File: config.mk
export PLATFORM = sky130hd
export DESIGN_NAME = sliding_dixon_q_outlier_core
export DESIGN_NICKNAME = d
export VERILOG_FILES = /design/src/rtl/sdq_pkg.sv /design/src/rtl/sdq_window_ram.sv /design/src/rtl/sdq_extrema.sv /design/src/rtl/sdq_qtest.sv /design/src/rtl/sliding_dixon_q_outlier_core.sv
export SDC_FILE = /design/constraint.sdc
export NUM_CORES = 1
export LEC_CHECK = 0
export ABC_AREA = 1
export BUFFER_PORTS_ARGS = -buffer_cell sky130_fd_sc_hd__buf_4
export CAP_MARGIN = 20
export CORE_MARGIN = 2
export CORE_UTILIZATION = 40
export DETAILED_ROUTE_END_ITERATION = 12
export PLACE_DENSITY = 0.65
export SLEW_MARGIN = 25
export SYNTH_ARGS = -nofsm -noshare
export SYNTH_HDL_FRONTEND = slang
export SYNTH_SLANG_ARGS = --single-unit
export TNS_END_PERCENT = 10
File: constraint.sdc
create_clock -name clk -period 4.3 [get_ports clk]
set_clock_uncertainty 0.05 [all_clocks]
set_input_delay 0.43 -clock clk [delete_from_list [all_inputs] [get_ports clk]]
set_output_delay 0.43 -clock clk [all_outputs]
set_load 0.01 [all_outputs]
File: src/rtl/sdq_pkg.sv
// Shared types, codes and the critical value tables for the sliding Dixon Q outlier core.
// Depends on nothing; imported by the scan, test and top-level modules.
package sdq_pkg;

	// Confidence selector codes
	localparam logic [1:0] CONF_90 = 2'd0;
	localparam logic [1:0] CONF_95 = 2'd1;
	localparam logic [1:0] CONF_99 = 2'd2;

	// Verdict codes
	localparam logic [1:0] VERDICT_NONE = 2'd0;
	localparam logic [1:0] VERDICT_LOW  = 2'd1;
	localparam logic [1:0] VERDICT_HIGH = 2'd2;

	// Critical values are in thousandths
	localparam logic [9:0] Q_SCALE = 10'd1000;
	localparam int CRIT_ENTRIES = 28;

	localparam logic [9:0] CRIT90 [CRIT_ENTRIES] = '{
		10'd941, 10'd765, 10'd642, 10'd560, 10'd507, 10'd468, 10'd437, 10'd412,
		10'd392, 10'd376, 10'd361, 10'd349, 10'd338, 10'd329, 10'd320, 10'd313,
		10'd306, 10'd300, 10'd295, 10'd290, 10'd285, 10'd281, 10'd277, 10'd273,
		10'd269, 10'd266, 10'd263, 10'd260
	};
	localparam logic [9:0] CRIT95 [CRIT_ENTRIES] = '{
		10'd970, 10'd829, 10'd710, 10'd625, 10'd568, 10'd526, 10'd493, 10'd466,
		10'd444, 10'd426, 10'd410, 10'd396, 10'd384, 10'd374, 10'd365, 10'd356,
		10'd349, 10'd342, 10'd337, 10'd331, 10'd326, 10'd321, 10'd317, 10'd312,
		10'd308, 10'd305, 10'd301, 10'd290
	};
	localparam logic [9:0] CRIT99 [CRIT_ENTRIES] = '{
		10'd994, 10'd926, 10'd821, 10'd740, 10'd680, 10'd634, 10'd598, 10'd568,
		10'd542, 10'd522, 10'd503, 10'd488, 10'd475, 10'd463, 10'd452, 10'd442,
		10'd433, 10'd425, 10'd418, 10'd411, 10'd404, 10'd399, 10'd393, 10'd388,
		10'd384, 10'd380, 10'd376, 10'd372
	};

	// Index is window size minus three; an unused selector code reads as 99 percent
	function automatic logic [9:0] crit_lookup(input logic [4:0] idx, input logic [1:0] conf);
		logic [9:0] val;
		case (conf)
			CONF_90: val = CRIT90[idx];
			CONF_95: val = CRIT95[idx];
			default: val = CRIT99[idx];
		endcase
		return val;
	endfunction

	// Scan control travelling alongside the window read data
	typedef struct packed {
		logic vld;
		logic first;
		logic last;
	} scan_ctl_t;

endpackage

File: src/rtl/sdq_window_ram.sv
// Window sample store: one write port, one read port, registered read data.
// Standalone; no package dependency.
module sdq_window_ram #(
	parameter int DEPTH = 8,
	parameter int WIDTH = 16
) (
	input  logic                     clk,
	input  logic                     wr_en,
	input  logic [$clog2(DEPTH)-1:0] wr_addr,
	input  logic [WIDTH-1:0]         wr_data,
	input  logic                     rd_en,
	input  logic [$clog2(DEPTH)-1:0] rd_addr,
	output logic [WIDTH-1:0]         rd_data
);

	logic [WIDTH-1:0] mem [DEPTH];
	logic [WIDTH-1:0] rd_data_q;

	always_ff @(posedge clk) begin
		if (wr_en) begin
			mem[wr_addr] <= wr_data;
		end
	end

	always_ff @(posedge clk) begin
		if (rd_en) begin
			rd_data_q <= mem[rd_addr];
		end
	end

	assign rd_data = rd_data_q;

endmodule

File: src/rtl/sdq_extrema.sv
// Running tracker of the two smallest and two largest window samples.
// Depends on sdq_pkg for the scan control struct.
module sdq_extrema #(
	parameter int DW = 16
) (
	input  logic                 clk,
	input  logic                 arst_n,
	input  sdq_pkg::scan_ctl_t   ctl,
	input  logic signed [DW-1:0] smp,
	output logic signed [DW-1:0] min1,
	output logic signed [DW-1:0] min2,
	output logic signed [DW-1:0] max1,
	output logic signed [DW-1:0] max2,
	output logic                 done
);
	import sdq_pkg::*;

	localparam logic signed [DW-1:0] POS_MAX = {1'b0, {(DW-1){1'b1}}};
	localparam logic signed [DW-1:0] NEG_MIN = {1'b1, {(DW-1){1'b0}}};

	logic signed [DW-1:0] min1_q, min2_q, max1_q, max2_q;
	logic                 done_q;

	always_ff @(posedge clk) begin
		if (ctl.vld) begin
			if (ctl.first) begin
				min1_q <= smp;
				max1_q <= smp;
				min2_q <= POS_MAX;
				max2_q <= NEG_MIN;
			end else begin
				// Ties fall to the second slot, so duplicates count twice
				if (smp < min1_q) begin
					min1_q <= smp;
					min2_q <= min1_q;
				end else if (smp < min2_q) begin
					min2_q <= smp;
				end
				if (smp > max1_q) begin
					max1_q <= smp;
					max2_q <= max1_q;
				end else if (smp > max2_q) begin
					max2_q <= smp;
				end
			end
		end
	end

	always_ff @(posedge clk or negedge arst_n) begin
		if (!arst_n) begin
			done_q <= 1'b0;
		end else begin
			done_q <= ctl.vld & ctl.last;
		end
	end

	assign min1 = min1_q;
	assign min2 = min2_q;
	assign max1 = max1_q;
	assign max2 = max2_q;
	assign done = done_q;

endmodule

File: src/rtl/sdq_qtest.sv
// Three-stage Dixon Q decision: gaps and range, cross products, compare.
// Depends on sdq_pkg for the scale constant and verdict codes.
module sdq_qtest #(
	parameter int DW = 16
) (
	input  logic                 clk,
	input  logic                 arst_n,
	input  logic                 start,
	input  logic signed [DW-1:0] min1,
	input  logic signed [DW-1:0] min2,
	input  logic signed [DW-1:0] max1,
	input  logic signed [DW-1:0] max2,
	input  logic [9:0]           crit,
	output logic                 done,
	output logic [1:0]           verdict
);
	import sdq_pkg::*;

	localparam int PW = DW + 10;

	logic signed [DW:0] lo_diff, hi_diff, rng_diff;
	logic [DW-1:0] lo_gap_s1, hi_gap_s1, rng_s1;
	logic [9:0]    crit_s1;
	logic [PW-1:0] lo_prod_s2, hi_prod_s2, rhs_s2;
	logic          nz_s2;
	logic          vld_s1, vld_s2, done_q;
	logic [1:0]    verdict_q;

	// Differences of ordered samples are never negative and fit DW bits
	assign lo_diff  = {min2[DW-1], min2} - {min1[DW-1], min1};
	assign hi_diff  = {max1[DW-1], max1} - {max2[DW-1], max2};
	assign rng_diff = {max1[DW-1], max1} - {min1[DW-1], min1};

	always_ff @(posedge clk) begin
		lo_gap_s1  <= lo_diff[DW-1:0];
		hi_gap_s1  <= hi_diff[DW-1:0];
		rng_s1     <= rng_diff[DW-1:0];
		crit_s1    <= crit;
		lo_prod_s2 <= PW'(lo_gap_s1) * PW'(Q_SCALE);
		hi_prod_s2 <= PW'(hi_gap_s1) * PW'(Q_SCALE);
		rhs_s2     <= PW'(rng_s1) * PW'(crit_s1);
		nz_s2      <= (rng_s1 != '0);
	end

	always_ff @(posedge clk or negedge arst_n) begin
		if (!arst_n) begin
			vld_s1    <= 1'b0;
			vld_s2    <= 1'b0;
			done_q    <= 1'b0;
			verdict_q <= VERDICT_NONE;
		end else begin
			vld_s1 <= start;
			vld_s2 <= vld_s1;
			done_q <= vld_s2;
			if (vld_s2) begin
				// High outlier wins over low; a flat window flags nothing
				if (nz_s2 && (hi_prod_s2 > rhs_s2)) begin
					verdict_q <= VERDICT_HIGH;
				end else if (nz_s2 && (lo_prod_s2 > rhs_s2)) begin
					verdict_q <= VERDICT_LOW;
				end else begin
					verdict_q <= VERDICT_NONE;
				end
			end
		end
	end

	assign done    = done_q;
	assign verdict = verdict_q;

endmodule

File: src/rtl/sliding_dixon_q_outlier_core.sv
// Sliding-window Dixon Q outlier core: window memory, extrema scan and Q test.
// Depends on sdq_pkg, sdq_window_ram, sdq_extrema and sdq_qtest.
// Path from input transaction to tvalid high: window not yet full, intake then output load;
//   window full, one memory read per entry, one extrema update, three Q test
//   stages, result capture, output load.
// Flow: a sample is accepted only in the idle state, so each one is handled before the next;
//   the output register lets a new sample in while a result waits, and a second result holds
//   the sequencer until the first is taken.
// Reset (arst_n low, asynchronous): empties the window, rewinds the write pointer,
//   confidence goes to 95 percent; window contents stay unknown until written.
module sliding_dixon_q_outlier_core #(
	parameter int WINDOW_SIZE  = 8,
	parameter int SAMPLE_WIDTH = 16
) (
	input  logic        clk,
	input  logic        arst_n,
	// Configuration channel
	input  logic        cfg_valid,
	output logic        cfg_ready,
	input  logic [1:0]  cfg_data,      // [1:0] confidence_select
	// Sample stream in
	input  logic        s_axis_tvalid,
	output logic        s_axis_tready,
	input  logic [15:0] s_axis_tdata,  // [15:0] sample (signed)
	// Verdict stream out
	output logic        m_axis_tvalid,
	input  logic        m_axis_tready,
	output logic [7:0]  m_axis_tdata   // [1:0] verdict, [7:2] zero
);
	import sdq_pkg::*;

	localparam int AW = $clog2(WINDOW_SIZE);
	localparam int DW = SAMPLE_WIDTH;
	localparam logic [AW-1:0] LAST_IDX = AW'(WINDOW_SIZE - 1);
	localparam logic [4:0]    CRIT_IDX = 5'(WINDOW_SIZE - 3);

	// Control states
	localparam logic [1:0] ST_IDLE = 2'd0;
	localparam logic [1:0] ST_SCAN = 2'd1;
	localparam logic [1:0] ST_TEST = 2'd2;
	localparam logic [1:0] ST_HOLD = 2'd3;

	logic [1:0]    state_q;
	logic [AW-1:0] wp_q;
	logic          full_q;
	logic [AW-1:0] rd_cnt_q;
	logic [1:0]    conf_q;
	logic [1:0]    result_q;
	logic          m_vld_q;
	logic [1:0]    verdict_q;

	logic          s_acc;
	logic          wrap;
	logic          rd_en;
	logic [DW-1:0] smp_ext;
	logic [DW-1:0] rd_data;
	scan_ctl_t     ctl_s1;

	logic signed [DW-1:0] min1, min2, max1, max2;
	logic       ext_done;
	logic       qt_done;
	logic [1:0] qt_verdict;
	logic       out_free;

	// ------------------------------------------------------------------
	// Configuration: always ready, hold the selected confidence level
	// ------------------------------------------------------------------
	assign cfg_ready = 1'b1;

	always_ff @(posedge clk or negedge arst_n) begin
		if (!arst_n) begin
			conf_q <= CONF_95;
		end else if (cfg_valid) begin
			conf_q <= cfg_data;
		end
	end

	// ------------------------------------------------------------------
	// Sample intake: narrow samples take the low SAMPLE_WIDTH bits as they are,
	// wider internal words take the 16-bit field as an unsigned value
	// ------------------------------------------------------------------
	generate
		if (SAMPLE_WIDTH <= 16) begin : g_narrow
			assign smp_ext = s_axis_tdata[SAMPLE_WIDTH-1:0];
		end else begin : g_wide
			assign smp_ext = {{(SAMPLE_WIDTH-16){1'b0}}, s_axis_tdata};
		end
	endgenerate

	assign s_axis_tready = (state_q == ST_IDLE);
	assign s_acc         = s_axis_tvalid & s_axis_tready;
	assign wrap          = (wp_q == LAST_IDX);

	// ------------------------------------------------------------------
	// Window memory: write on intake, read one entry per cycle on scan.
	// A scan always starts the cycle after the write, so no forwarding.
	// ------------------------------------------------------------------
	assign rd_en = (state_q == ST_SCAN);

	sdq_window_ram #(
		.DEPTH (WINDOW_SIZE),
		.WIDTH (DW)
	) u_ram (
		.clk     (clk),
		.wr_en   (s_acc),
		.wr_addr (wp_q),
		.wr_data (smp_ext),
		.rd_en   (rd_en),
		.rd_addr (rd_cnt_q),
		.rd_data (rd_data)
	);

	// Scan control is registered alongside the memory read, so it lines up with the read data
	always_ff @(posedge clk or negedge arst_n) begin
		if (!arst_n) begin
			ctl_s1 <= '0;
		end else begin
			ctl_s1.vld   <= rd_en;
			ctl_s1.first <= (rd_cnt_q == '0);
			ctl_s1.last  <= (rd_cnt_q == LAST_IDX);
		end
	end

	sdq_extrema #(
		.DW (DW)
	) u_extrema (
		.clk    (clk),
		.arst_n (arst_n),
		.ctl    (ctl_s1),
		.smp    (rd_data),
		.min1   (min1),
		.min2   (min2),
		.max1   (max1),
		.max2   (max2),
		.done   (ext_done)
	);

	sdq_qtest #(
		.DW (DW)
	) u_qtest (
		.clk     (clk),
		.arst_n  (arst_n),
		.start   (ext_done),
		.min1    (min1),
		.min2    (min2),
		.max1    (max1),
		.max2    (max2),
		.crit    (crit_lookup(CRIT_IDX, conf_q)),
		.done    (qt_done),
		.verdict (qt_verdict)
	);

	// ------------------------------------------------------------------
	// Sequencer: intake, scan, wait for the test, hand off the result
	// ------------------------------------------------------------------
	assign out_free = !m_vld_q || m_axis_tready;

	always_ff @(posedge clk or negedge arst_n) begin
		if (!arst_n) begin
			state_q  <= ST_IDLE;
			wp_q     <= '0;
			full_q   <= 1'b0;
			rd_cnt_q <= '0;
			result_q <= VERDICT_NONE;
		end else begin
			case (state_q)
				ST_IDLE: begin
					if (s_acc) begin
						wp_q     <= wrap ? '0 : wp_q + 1'b1;
						full_q   <= full_q | wrap;
						rd_cnt_q <= '0;
						result_q <= VERDICT_NONE;
						// Skip the test until every entry has been written
						state_q  <= (full_q | wrap) ? ST_SCAN : ST_HOLD;
					end
				end
				ST_SCAN: begin
					if (rd_cnt_q == LAST_IDX) begin
						rd_cnt_q <= '0;
						state_q  <= ST_TEST;
					end else begin
						rd_cnt_q <= rd_cnt_q + 1'b1;
					end
				end
				ST_TEST: begin
					if (qt_done) begin
						result_q <= qt_verdict;
						state_q  <= ST_HOLD;
					end
				end
				ST_HOLD: begin
					if (out_free) begin
						state_q <= ST_IDLE;
					end
				end
				default: begin
					state_q <= ST_IDLE;
				end
			endcase
		end
	end

	// ------------------------------------------------------------------
	// Output register: load from HOLD, drop once the transaction completes
	// ------------------------------------------------------------------
	always_ff @(posedge clk or negedge arst_n) begin
		if (!arst_n) begin
			m_vld_q   <= 1'b0;
			verdict_q <= VERDICT_NONE;
		end else if (state_q == ST_HOLD && out_free) begin
			m_vld_q   <= 1'b1;
			verdict_q <= result_q;
		end else if (m_axis_tready) begin
			m_vld_q <= 1'b0;
		end
	end

	assign m_axis_tvalid = m_vld_q;
	assign m_axis_tdata  = {6'b0, verdict_q};

	// ------------------------------------------------------------------
	// Assertions
	// ------------------------------------------------------------------
	a_full_scans: assert property (@(posedge clk) disable iff (!arst_n)
		s_acc && (full_q || wrap) |=> state_q == ST_SCAN)
		else $error("full window intake did not start a scan");

	a_test_done_in_test: assert property (@(posedge clk) disable iff (!arst_n)
		qt_done |-> state_q == ST_TEST)
		else $error("Q test finished outside the test state");

	a_verdict_legal: assert property (@(posedge clk) disable iff (!arst_n)
		m_vld_q |-> (verdict_q == VERDICT_NONE || verdict_q == VERDICT_LOW ||
			verdict_q == VERDICT_HIGH))
		else $error("illegal verdict code on output");

	a_scan_bound: assert property (@(posedge clk) disable iff (!arst_n)
		state_q == ST_SCAN |-> rd_cnt_q <= LAST_IDX)
		else $error("scan read index beyond window");

	a_wp_bound: assert property (@(posedge clk) disable iff (!arst_n)
		wp_q <= LAST_IDX)
		else $error("write pointer beyond window");

endmodule
; ---- Yosys cells after proc, flatten, opt, wreduce, memory -nomap -nowiden
; Memories as Yosys holds them, arrays and structs flattened. A register that Yosys moved wholly into a read port is not among the register bits.
; Index checks and enable logic that the tools add are counted.
[word_totals]
reg_bits = 220
latch_bits = 0
mem_bits_rw = 128
rom_bits = 0
inputBits = 23
word_cells = 108
n_memories = 1
[op_classes]
n_addsub = 5
n_mul = 3
div_mod_pow = 0
order_cmp = 6
eq_ne = 10
n_shift = 0
n_mux = 28
bitwise = 3
reduce_logical = 24
[memory_table]
columns = memory, words, word_bits, read_ports, rd_clocked_by_memory_dff, wr, line
row1 = u_ram.mem, 8, 16, 1, 1, 1, sdq_window_ram.sv:16  ; logic [WIDTH-1:0] mem [DEPTH];
[ops]
columns = cell, count
row1 = 16-bit 2-to-1 mux, 8
row2 = 26-bit > comparator, 2
row3 = 16-bit subtractor, 3
row4 = 16-bit by 7-bit multiplier with 23-bit output (second input constant), 2
row5 = 16-bit > comparator, 2
row6 = 16-bit < comparator, 2
row7 = 16-bit by 10-bit multiplier with 26-bit output, 1
row8 = 10-bit case mux with 2 select lines, 1
row9 = 2-bit 2-to-1 mux, 8
row10 = 16-bit nonzero test, 1
row11 = 2-bit AND reduction, 6
row12 = 2-bit nonzero test, 5
row13 = 3-bit 2-to-1 mux, 3
row14 = 2-bit case mux with 4 select lines, 1
row15 = 3-bit by 1-bit adder with 3-bit output (second input constant), 2
row16 = 3-bit == test (second input constant), 2
row17 = 2-bit by 1-bit inequality test with 1-bit output (second input constant), 3
row18 = 3-bit case mux with 2 select lines, 1
row19 = 3-bit nonzero test, 2
row20 = 1-bit 2-to-1 mux, 5
row21 = 2-bit by 1-bit == test with 1-bit output (second input constant), 2
row22 = 2-bit == test (second input constant), 2
row23 = 2-bit zero test, 2
row24 = 2-bit case mux with 2 select lines, 1
row25 = 9 further kinds, 12

; ---- Longest topological paths before layout
; Gate-level depths: netlist (run 1).
[depth]
depth_word = 5
depth_mapped = 22
depth_no_buf = 20

; ---- Hierarchy
; A second synthesis (run 1) with hierarchy kept.
[hier_totals]
cells_unflattened = 3354
area_unflattened_um2 = 28841.4
[by_module_without_submodules]
columns = module, instances, cells_per_inst, area_per_inst_um2, seq_area_each_um2
row1 = sdq_qtest, 1, 2153, 17296.6, 2747.6
row2 = sdq_window_ram, 1, 587, 6149.6, 4324.1
row3 = sdq_extrema, 1, 500, 4393.0, 1946.9
row4 = sliding_dixon_q_outlier_core, 1, 114, 1002.2, 476.7

; ---- Least setup slack after synthesis (run 1)
; No wires, ideal clock.
[synth_path]
path_type = register to register
startpoint = register u_qtest.crit_s1[3]
endpoint = register u_qtest.rhs_s2[22]
arrival_time_ps = 4487
required_ps = 4129
path_slack_ps = -358
path_stages_with_launch = 20
n_path_buf = 2
synth_period_minus_slack_ps = 4658
cell_sequence = dfxtp_1 clkbuf_1 clkbuf_1 nand2_1 inv_1 fa_1 fa_1 inv_1 fa_1 inv_1 fa_1 ha_1 ha_1 a21oi_1 nand2_1 a21boi_0 o21ai_0 nand3_1 nand2_1 xor2_1
[synth_between]
elab_chain_cells = 1
[synth_rtl]
columns = item, line
row1 = from (decl), sdq_qtest.sv:23  ; logic [9:0] crit_s1;
row2 = from (signal assigned), sdq_qtest.sv:38  ; crit_s1 <= crit;
row3 = 16-bit by 10-bit multiplier with 26-bit output, sdq_qtest.sv:41  ; rhs_s2 <= PW'(rng_s1) * PW'(crit_s1);
row4 = to (signal assigned), sdq_qtest.sv:41
row5 = to (decl), sdq_qtest.sv:24  ; logic [PW-1:0] lo_prod_s2, hi_prod_s2, rhs_s2;
; Every way passes these cells.
; A chain may end at the register's enable or synchronous reset.

; ---- Final worst setup path (run 1)
[layout_path]
startpoint = register u_qtest.crit_s1[3]
endpoint = register u_qtest.rhs_s2[24]
; Same word-level chain as after synthesis.

==> flow_summary.json, run 1 <==
{
  "grt_usage_pct": 18.3,
  "finalHoldViolations": 0,
  "post_drt_wl_per_cell_microns": 15.6,
  "yosysSeqAreaShare_pct": 35.4,
  "clockRootBuffer": "clkbuf_16",
  "h-tree-depth": 2,
  "hp-class": "input port to flop",
  "maxSlewHeadroom_pct": 38.8,
  "status": "complete, no violations",
  "rows": 94,
  "fillers": 6136,
  "cts_max_path_buffers": 3,
  "ys_types": 46,
  "worstPathMaxFanout": 5,
  "post-place-ws_ns": -0.331,
  "cts_tree": "done",
  "grt_pass1_vias": 19400,
  "path_class": "flop to flop",
  "drcViolationCount": 0,
  "dieHeight_microns": 261,
  "final_common_cell": "inv_1",
  "slew_violations": 0,
  "leakagePower_nw": 14.9,
  "dieArea_sq_mm": 0.0683,
  "cap_violations": 0,
  "final_layout_size_suffix_gt1_share_pct": 12.0,
  "grt_pass1_wl_mm": 99.0,
  "drt-initial-drc-count": 1168,
  "ys_ff_latch": 358,
  "worst_skew_pair.late_latency_ns": 0.58,
  "cts.sinks": 358,
  "layout_setup_ws_ns": 0.0306,
  "synthCells": 2834,
  "ir_drop_v": 0.000597,
  "yosys_warnings": 0,
  "ant_nets": 0,
  "coreArea_sq_mm": 0.0656,
  "period_share_pct": 99.3,
  "setup_viol": 0,
  "arrival_ns": 4.68,
  "vias": 19000,
  "fmax_mhz": 234,
  "rsz0062_at_grt": "true",
  "syn_avg_cell_area_sq_um": 9.35,
  "via_per_inst": 4.89,
  "grt_overflow": 0,
  "drt_wl_total_mm": 60.7,
  "cts.clk_slew.worst_paths_ns": 0.07,
  "fin_crit_ns": 4.27,
  "io_buffer_count": 26,
  "grt_max_degree": 66,
  "dp_hpwl_mm": 46.8,
  "setup_tns_ns": 0,
  "synth_edf_count": 208,
  "gp_congestion": 0.889,
  "async_flop_share_pct": 6.98,
  "final_nets": 3551,
  "final_cell_mix": "inv_1, nand2_1, ha_1",
  "end_kind": "flop",
  "synthesis.area_sq_mm": 0.0265,
  "synth_ff_type": "edfxtp_1",
  "area_growth_pct": 15.4,
  "worstPathRequired_ns": 4.71,
  "cts_buffers": 41,
  "die_x_microns": 261,
  "ios": 34,
  "start_util_pct": 40.4,
  "power_density_mw_per_mm2": 428,
  "drt_pass1_iterations": 5,
  "tightest_slew_ns": 0.917,
  "startpoint_type": "flop",
  "diodes": 0,
  "antenna_found_initial": 1
}
## path summary, 6_finish.rpt
kind / slack, ns / startpoint / to / depth (start not counted)
setup reg to reg: 0.03 / u_qtest.crit_s1[3]$_SDFF_PP1_ / u_qtest.rhs_s2[24]$_DFF_P_ / 16
setup / recovery: 0.03 / u_qtest.crit_s1[3]$_SDFF_PP1_ / u_qtest.rhs_s2[24]$_DFF_P_ / 16
hold reg to reg: 0.30 / u_extrema.done$_DFF_PN0_ / u_qtest.vld_s1$_DFF_PN0_ / 0
max in group asynchronous: 3.65 / arst_n / conf_q[0]$_DFFE_PN1P_ / 2
min in group asynchronous: 0.25 / arst_n / state_q[1]$_DFFE_PN0P_ / 2
hold / removal: 0.04 / s_axis_tdata[2] / u_ram.mem[0][2]$_DFFE_PP_ / 1
## cells in the mapped netlist (4+ instances only)
library cell / n / share of area (%)
nand4_1: 36 / 0.85
nor3_1: 19 / 0.36
a21o_1: 15 / 0.42
buf_4: 9 / 0.25
o21a_1: 6 / 0.17
xor2_1: 72 / 2.4
o21ai_1: 9 / 0.17
fa_1: 204 / 15
nand3b_1: 13 / 0.37
nor2_1: 255 / 3.6
a21boi_0: 4 / 0.11
buf_2: 6 / 0.11
nor4_1: 4 / 0.094
nand2_1: 440 / 6.2
o21ai_0: 136 / 2.6
a31oi_1: 23 / 0.54
nand3_1: 126 / 2.4
o22ai_1: 18 / 0.42
ha_1: 335 / 16
xnor2_1: 30 / 0.99
dfrtp_1: 24 / 2.3
a21oi_1: 126 / 2.4
dfxtp_1: 125 / 9.4
a211oi_1: 6 / 0.17
clkbuf_1: 34 / 0.48
o21bai_1: 11 / 0.31
inv_1: 514 / 7.3
edfxtp_1: 208 / 24
## worst max-delay path: stages, from the launching register on
cell and delay (ns):
dfxtp_4 0.38, buf_6 0.14, nand2_4 0.06, buf_6 0.11
fa_1 0.47, fa_1 0.58, fa_1 0.45, fa_1 0.54
inv_2 0.05, ha_4 0.24, ha_4 0.26, a21o_1 0.21
a31oi_2 0.17, nor2_1 0.07, nor2_1 0.13, o21ai_2 0.07
xor2_1 0.14
## cell families after synthesis
group,after synthesis,share of synthesized area [%]
adders and majority gates,539,31.2
muxes,1,0.0425
buffers and inverters,567,8.22
other,2,0.0283
AOI/OAI and AO/OA,360,7.47
xor gates and xnor gates,102,3.37
and+or+nand+nor,905,14.3
DFF,358,35.4
## area by class of cell
type | instances | area, sq um | share of cell area, %
repair buffers | 159 | 1230 | 4.04
clock buffers | 47 | 1070 | 3.50
multi-input cells | 1914 | 15500 | 50.8
clock inverters | 28 | 319 | 1.04
flip-flops and latches | 358 | 9410 | 30.8
well taps | 864 | 1080 | 3.53
inverters | 515 | 1930 | 6.32
## stage by stage
stage	std cells	utilization, %	hold WS [ns]	power (mW)	instance area (sq um)
CTS	3875	45.7	0.000933	12.0	30000
global route	3885	46.6	0.0251	13.9	30600
detailed placement	3799	43.4	0.288	8.19	28500
floorplan	2839	-	0.0844	6.49	26600
global placement	3799	43.4	0.284	8.18	28500
finish	3885	46.6	0.0380	13.1	30600
## what timing repair did
item	in CTS	in global routing
setup endpoints to repair	17	32
hold endpoints to repair	25	0
buffers inserted	0	10
pin swaps	2	38
hold buffers	1	0
gates resized for setup	27	137
## flip-flops by register name (all words and copies together) (netlist names), 2 cells and up
name	cells
u_extrema.min1	16
u_ram.mem	128
rd_cnt_q	3
u_qtest.rhs_s2	25
u_qtest.hi_prod_s2	23
u_qtest.rng_s1	16
result_q	2
u_qtest.lo_prod_s2	23
conf_q	2
u_qtest.hi_gap_s1	16
u_extrema.min2	16
u_extrema.max2	16
u_qtest.verdict	2
u_ram.rd_data	16
verdict_q	2
wp_q	3
state_q	2
ctl_s1	3
u_qtest.lo_gap_s1	16
u_qtest.crit_s1	5
u_extrema.max1	16
## metal layers
metal	global-route usage, %	share of wire, %	up-vias
met5	0	0	-
met4	7.72	3.9	0
met3	2.75	4.9	122
met2	30.6	47	413
met1	23.6	44	8918
li1	-	-	9531
## where the power goes
group	leakage (nW)	internal, mW	switching [mW]
clock	0.669	2.12	1.50
sequential	3.24	3.77	0.0387
combinational	11.0	2.75	2.93
No activity file was read; power rests on OpenSTA's default activity.
==> run 2, diff against run 1 <==
CTS_BUF_LIST = sky130_fd_sc_hd__clkbuf_4 sky130_fd_sc_hd__clkbuf_8 sky130_fd_sc_hd__clkbuf_16   (was unset)
==> run 2 against run 1 <==
  * Maximum frequency increased by 0.15%
  * Cell count unchanged
  * Core utilization about the same
  * Wire length increased by 0.24%
  * Register-to-register slack about the same
  * Critical endpoint unchanged
  * Largest cell class unchanged
  * Highest routed layer unchanged
==> flow_summary.json, run 2 (synthesized netlist as in run 1, its figures left out) <==
{
  "status": "complete, no violations",
  "crit_path_frequent_cell": "fa_1",
  "fmax_mhz": 235,
  "grt_pass1_wl_mm": 99.1,
  "fillers": 6132,
  "end_kind": "flop",
  "cap_violations": 0,
  "grt_overflow": 0,
  "start_util_pct": 40.4,
  "final_layout_size_suffix_gt1_share_pct": 12.1,
  "power_density_mw_per_mm2": 429,
  "crit_path_cell_trace": "buf_6 -> nand2_4 -> buf_6 -> fa_1 -> fa_1 -> fa_1 -> fa_1 -> inv_2 -> ha_4 -> ha_4 -> a21o_1 -> a31oi_2 -> nor2_1 -> nor2_1 -> o21ai_2 -> xor2_1",
  "rows": 94,
  "dp_hpwl_mm": 46.8,
  "grt_usage_pct": 18.3,
  "drt-initial-drc-count": 1251,
  "fin_crit_ns": 4.26,
  "coreArea_sq_mm": 0.0656,
  "crit_path_start": "u_qtest.crit_s1[3]$_SDFF_PP1_",
  "final_cell_mix": "inv_1, nand2_1, ha_1",
  "hp-class": "input port to flop",
  "dieArea_sq_mm": 0.0683,
  "rsz0062_at_grt": "true",
  "regMostFlops": "u_ram.mem",
  "cts_tree": "done",
  "slew_violations": 0,
  "r2r-start": "u_qtest.crit_s1[3]$_SDFF_PP1_",
  "gp_congestion": 0.889,
  "worst_skew_pair.late_latency_ns": 0.58,
  "hold_ws_ns": 0.0367,
  "r2r_end": "u_qtest.rhs_s2[24]$_DFF_P_",
  "cts_buffers": 41,
  "drt_pass1_iterations": 6,
  "maxSlewHeadroom_pct": 38.8,
  "reg2reg_slack_ns": 0.04,
  "via_per_inst": 4.90,
  "slowest_delay_ns": 0.58,
  "drcViolationCount": 0,
  "h-tree-depth": 2,
  "diodes": 0,
  "ir_drop_v": 0.000597,
  "arrival_ns": 4.67,
  "period_share_pct": 99.1,
  "dieHeight_microns": 261,
  "grt_max_degree": 66,
  "final_common_cell": "inv_1",
  "startpoint_type": "flop",
  "area_growth_pct": 15.5,
  "worstPathRequired_ns": 4.71,
  "post_drt_wl_per_cell_microns": 15.7,
  "vias": 19000,
  "worstPathMaxFanout": 5,
  "top_regs": "u_ram.mem (128), u_qtest.rhs_s2 (25)",
  "cts.sinks": 358,
  "p_total_mw": 13.1,
  "setup_viol": 0,
  "cp.depth": 16,
  "grt_pass1_vias": 19400,
  "r2r_cells": 16,
  "ant_nets": 0,
  "leakagePower_nw": 14.9,
  "critical_path_buf_inv_count": 3,
  "post-place-ws_ns": -0.331,
  "layout_setup_ws_ns": 0.0371,
  "die_x_microns": 261,
  "drt_wl_total_mm": 60.8,
  "tightest_slew_ns": 0.917,
  "critPathTopFamily": "adder cells",
  "critPathCapture": "u_qtest.rhs_s2[24]$_DFF_P_",
  "post-route-util_pct": 46.6,
  "clockRootBuffer": "clkbuf_16",
  "cts_max_path_buffers": 3,
  "slowest_stage": "fa_1",
  "cts.clk_slew.worst_paths_ns": 0.07,
  "antenna_found_initial": 1,
  "finalHoldViolations": 0,
  "io_buffer_count": 26,
  "largest_reg_flops": 128,
  "path_class": "flop to flop",
  "final_nets": 3551,
  "ios": 34
}
-- run 2: cell counts in the layout (fill, tap and decap cells not counted) --
No cell type changed its count.
-- run 2: layer usage --
| layer | global-route usage (%) | part of all wire (%) |
|---|---|---|
| met1 | 23.6 | 45 |
| met2 | 30.6 | 47 |
| met3 | 2.75 | 4.5 |
| met4 | 7.70 | 3.9 |
| met5 | 0 | 0 |
-- run 2: layout make-up --
type	instances	area, sq um	share of cell area (%)
Tap cell	864	1080	3.53
Inverter	515	1930	6.32
Multi-Input combinational cell	1914	15500	50.8
Clock inverter	28	319	1.04
Timing Repair Buffer	159	1230	4.03
Clock buffer	47	1090	3.56
Sequential cell	358	9410	30.7
-- run 2: stage by stage --
step | instance area, sq um | setup TNS, ns | std cells
6_report | 30600 | 0 | 3885
5_1_grt | 30600 | -1.04 | 3885
4_1_cts | 30000 | -0.0746 | 3875
3_5_place_dp | 28500 | -2.34 | 3799
3_3_place_gp | 28500 | -1.23 | 3799
2_1_floorplan | 26600 | -0.0235 | 2839
-- run 2: how the worst min path moves through the flow --
| stage | slack (ns) | to | from | cells after the start |
|---|---|---|---|---|
| 6_report | 0.04 | u_ram.mem[2][2]$_DFFE_PP_ | s_axis_tdata[2] | 1 |
| 3_5_place_dp | 0.29 | u_qtest.vld_s1$_DFF_PN0_ | u_extrema.done$_DFF_PN0_ | 0 |
| 2_1_floorplan | 0.08 | conf_q[1]$_DFFE_PN0P_ | arst_n | 0 |
| 5_1_grt | 0.03 | u_ram.mem[0][2]$_DFFE_PP_ | s_axis_tdata[2] | 1 |
| 4_1_cts | 0.0009 | u_ram.mem[0][2]$_DFFE_PP_ | s_axis_tdata[2] | 1 |
| 3_3_place_gp | 0.28 | u_qtest.vld_s1$_DFF_PN0_ | u_extrema.done$_DFF_PN0_ | 0 |
-- run 2: repair_timing --
| action | CTS | global route |
|---|---|---|
| setup buffers | 0 | 10 |
| gates cloned | 0 | 0 |
| endpoints found under the setup margin | 17 | 32 |
| endpoints found under the hold margin | 25 | 0 |
| pin swaps | 2 | 38 |
| resized for setup | 26 | 137 |
| hold buffers | 1 | 0 |
-- run 2: power breakdown --
group          internal [mW]  switching, mW  leakage, nW
Combinational           2.75           2.93         11.0
Sequential              3.77         0.0389         3.24
Clock                   2.15           1.49        0.686
==> run 3, diff against run 2 <==
ABC_AREA = 0   (was 1)
PLACE_DENSITY = 0.63   (was 0.65)
clock period = 5.3 ns   (was 4.3 ns; I/O delays follow)
==> run 3 against run 2 <==
  * Flip-flop and latch count stayed put
  * Synthesized area down 2.2%
  * Die area shrank 2.2%
  * Largest cell class unchanged
  * Highest routed layer unchanged
==> flow_summary.json, run 3 <==
{
  "gp_congestion": 0.868,
  "largest_reg_flops": 128,
  "synth_ff_type": "edfxtp_1",
  "worstPathRequired_ns": 5.75,
  "grt_pass1_vias": 17400,
  "critPathTopFamily": "adder cells",
  "fin_crit_ns": 5.00,
  "cts_tree": "done",
  "netlist_top_cells_count": "inv_1, ha_1, edfxtp_1",
  "fmax_mhz": 200,
  "rsz0062_at_grt": "false",
  "r2r_end": "u_qtest.rhs_s2[22]$_DFF_P_",
  "maxSlewHeadroom_pct": 32.7,
  "post_drt_wl_per_cell_microns": 17.3,
  "ys_ff_latch": 358,
  "ys_types": 76,
  "critical_path_buf_inv_count": 2,
  "worstPathMaxFanout": 8,
  "fillers": 5926,
  "finalHoldViolations": 0,
  "multiInputGateArea_sq_mm": 0.0150,
  "synth_top_family_by_area": "adder cells",
  "drt_pass1_iterations": 7,
  "slowest_delay_ns": 0.57,
  "synth_top_cell_area_share_pct": 24.1,
  "synthMuxAreaShare_pct": 4.62,
  "antenna_found_initial": 0,
  "crit_path_frequent_cell": "fa_1",
  "r2r-start": "u_qtest.rng_s1[6]$_DFF_P_",
  "path_class": "flop to flop",
  "end_kind": "flop",
  "drt_wl_total_mm": 56.0,
  "grt_usage_pct": 17.2,
  "cts_max_path_buffers": 3,
  "dp_hpwl_mm": 44.0,
  "synthCells": 2301,
  "setup_viol": 0,
  "grt_pass1_wl_mm": 91.8,
  "crit_path_start": "u_qtest.rng_s1[6]$_DFF_P_",
  "coreArea_sq_mm": 0.0642,
  "r2r_cells": 16,
  "async_flop_share_pct": 6.98,
  "final_common_cell": "inv_1",
  "grt_max_degree": 37,
  "start_util_pct": 40.3,
  "ios": 34,
  "synth_top_area_cell": "edfxtp_1",
  "yosysMostFrequentCell": "inv_1",
  "seqCellArea_sq_mm": 0.00938,
  "slowest_stage": "fa_1",
  "die_x_microns": 259,
  "hp-class": "input port to flop",
  "ant_nets": 0,
  "cts.sinks": 358,
  "regMostFlops": "u_ram.mem",
  "post_cts_buffers": 0,
  "yosysSeqAreaShare_pct": 36.2,
  "cp.depth": 16,
  "drt-initial-drc-count": 867,
  "cts.clk_slew.worst_paths_ns": 0.07,
  "final_nets": 2922,
  "worst_skew_pair.late_latency_ns": 0.57,
  "synth_compound_area_share_pct": 9.64,
  "h-tree-depth": 2,
  "diodes": 0,
  "cap_violations": 0,
  "rows": 93,
  "critPathCapture": "u_qtest.rhs_s2[22]$_DFF_P_",
  "crit_path_cell_trace": "and2_1 -> inv_1 -> fa_1 -> inv_1 -> fa_1 -> fa_1 -> fa_1 -> ha_1 -> ha_1 -> o21ai_0 -> o21ai_0 -> a41oi_2 -> o21ai_1 -> a21o_1 -> a21oi_1 -> xnor2_1",
  "setup_tns_ns": 0,
  "via_per_inst": 5.13,
  "vias": 16700,
  "top_regs": "u_ram.mem (128), u_qtest.rhs_s2 (25)",
  "drcViolationCount": 0,
  "yosys.area_share.simple_pct": 8.03,
  "period_share_pct": 94.3,
  "final_layout_size_suffix_gt1_share_pct": 8.82,
  "arrival_ns": 5.45,
  "synthTopCellsByArea": "edfxtp_1, ha_1, fa_1",
  "yosys_warnings": 0,
  "tightest_slew_ns": 1.01,
  "synthesis.area_sq_mm": 0.0259,
  "io_buffer_count": 26,
  "grt_overflow": 0,
  "yosys.area_share.adder_pct": 31.9,
  "syn_avg_cell_area_sq_um": 11.3,
  "synth_edf_count": 208,
  "status": "complete, no violations",
  "reg2reg_slack_ns": 0.30,
  "slew_violations": 0,
  "cts_buffers": 41,
  "dieArea_sq_mm": 0.0668,
  "synth-xor-area-share_pct": 3.31,
  "final_cell_mix": "inv_1, ha_1, edfxtp_1",
  "startpoint_type": "flop",
  "dieHeight_microns": 259,
  "area_growth_pct": 10.8,
  "clockRootBuffer": "clkbuf_16"
}
[run 3: per-layer routing]
| layer | up-vias | wire, microns | share of wire, % | global-route usage (%) |
|---|---|---|---|---|
| met5 | - | 0 | 0 | 0 |
| met3 | 81 | 2170 | 3.9 | 2.32 |
| met4 | 0 | 1350 | 2.4 | 4.98 |
| li1 | 8063 | - | - | - |
| met1 | 8227 | 25300 | 45 | 22.5 |
| met2 | 293 | 27200 | 49 | 29.8 |
[run 3: worst register-to-register path, delay by kind of cell (launching register included)]
family	cells	cell delay [ns]
flip-flops	1	0.47
buffers and inverters	2	0.15
AO/OA/AOI/OAI	6	1.25
adder cells (fa/ha/maj)	6	2.61
AND/OR/NAND/NOR	1	0.28
XOR/XNOR	1	0.13
[run 3: worst min-delay path by stage]
stage                     cells past startpoint                          to  slack, ns                startpoint
final                                         1  u_ram.mem[7][15]$_DFFE_PP_       0.14          s_axis_tdata[15]
after global routing                          1  u_ram.mem[4][12]$_DFFE_PP_       0.12          s_axis_tdata[12]
after CTS                                     1  u_ram.mem[7][14]$_DFFE_PP_       0.11          s_axis_tdata[14]
after detailed placement                      0    u_qtest.vld_s2$_DFF_PN0_       0.29  u_qtest.vld_s1$_DFF_PN0_
after global placement                        0    u_qtest.vld_s2$_DFF_PN0_       0.28  u_qtest.vld_s1$_DFF_PN0_
after floorplan                               0       conf_q[1]$_DFFE_PN0P_       0.18                    arst_n
[run 3: logic make-up (layout without fill, tap and decap cells)]
logic type	Yosys count	count (layout)
xor+xnor	98	98
simple gates	428	428
fa+ha+maj	539	539
other cells	2	7
flops	358	358
buf+inv	424	510
mux	77	77
compound gates	375	375
[run 3: metrics by stage]
stage	util [%]	setup slack, ns	hold WS, ns	cells	instance area [sq um]
6_report	44.7	0.302	0.140	3247	28700
5_1_grt	44.7	0.00216	0.123	3247	28700
4_1_cts	44.6	0.0325	0.108	3246	28700
3_5_place_dp	42.4	0.0323	0.286	3170	27200
3_3_place_gp	42.4	0.0738	0.284	3170	27200
2_1_floorplan	-	0.284	0.184	2306	25900
[run 3: final cells by class]
class | count | area share, %
clock buffer | 51 | 3.96
clock inverter | 24 | 0.950
inverter | 374 | 4.89
multi-input combinational | 1524 | 52.1
sequential | 358 | 32.7
tap | 855 | 3.73
timing repair buffer | 61 | 1.63
[run 3: what timing repair did]
action	CTS	global route
hold buffers	1	0
setup endpoints to repair	0	5
hold endpoints to repair	24	0
resized for setup	0	8
Power of run 3 is left out: the tool's default activity adds up to more than one toggle a clock period on the data nets, which glitch-free logic cannot reach.
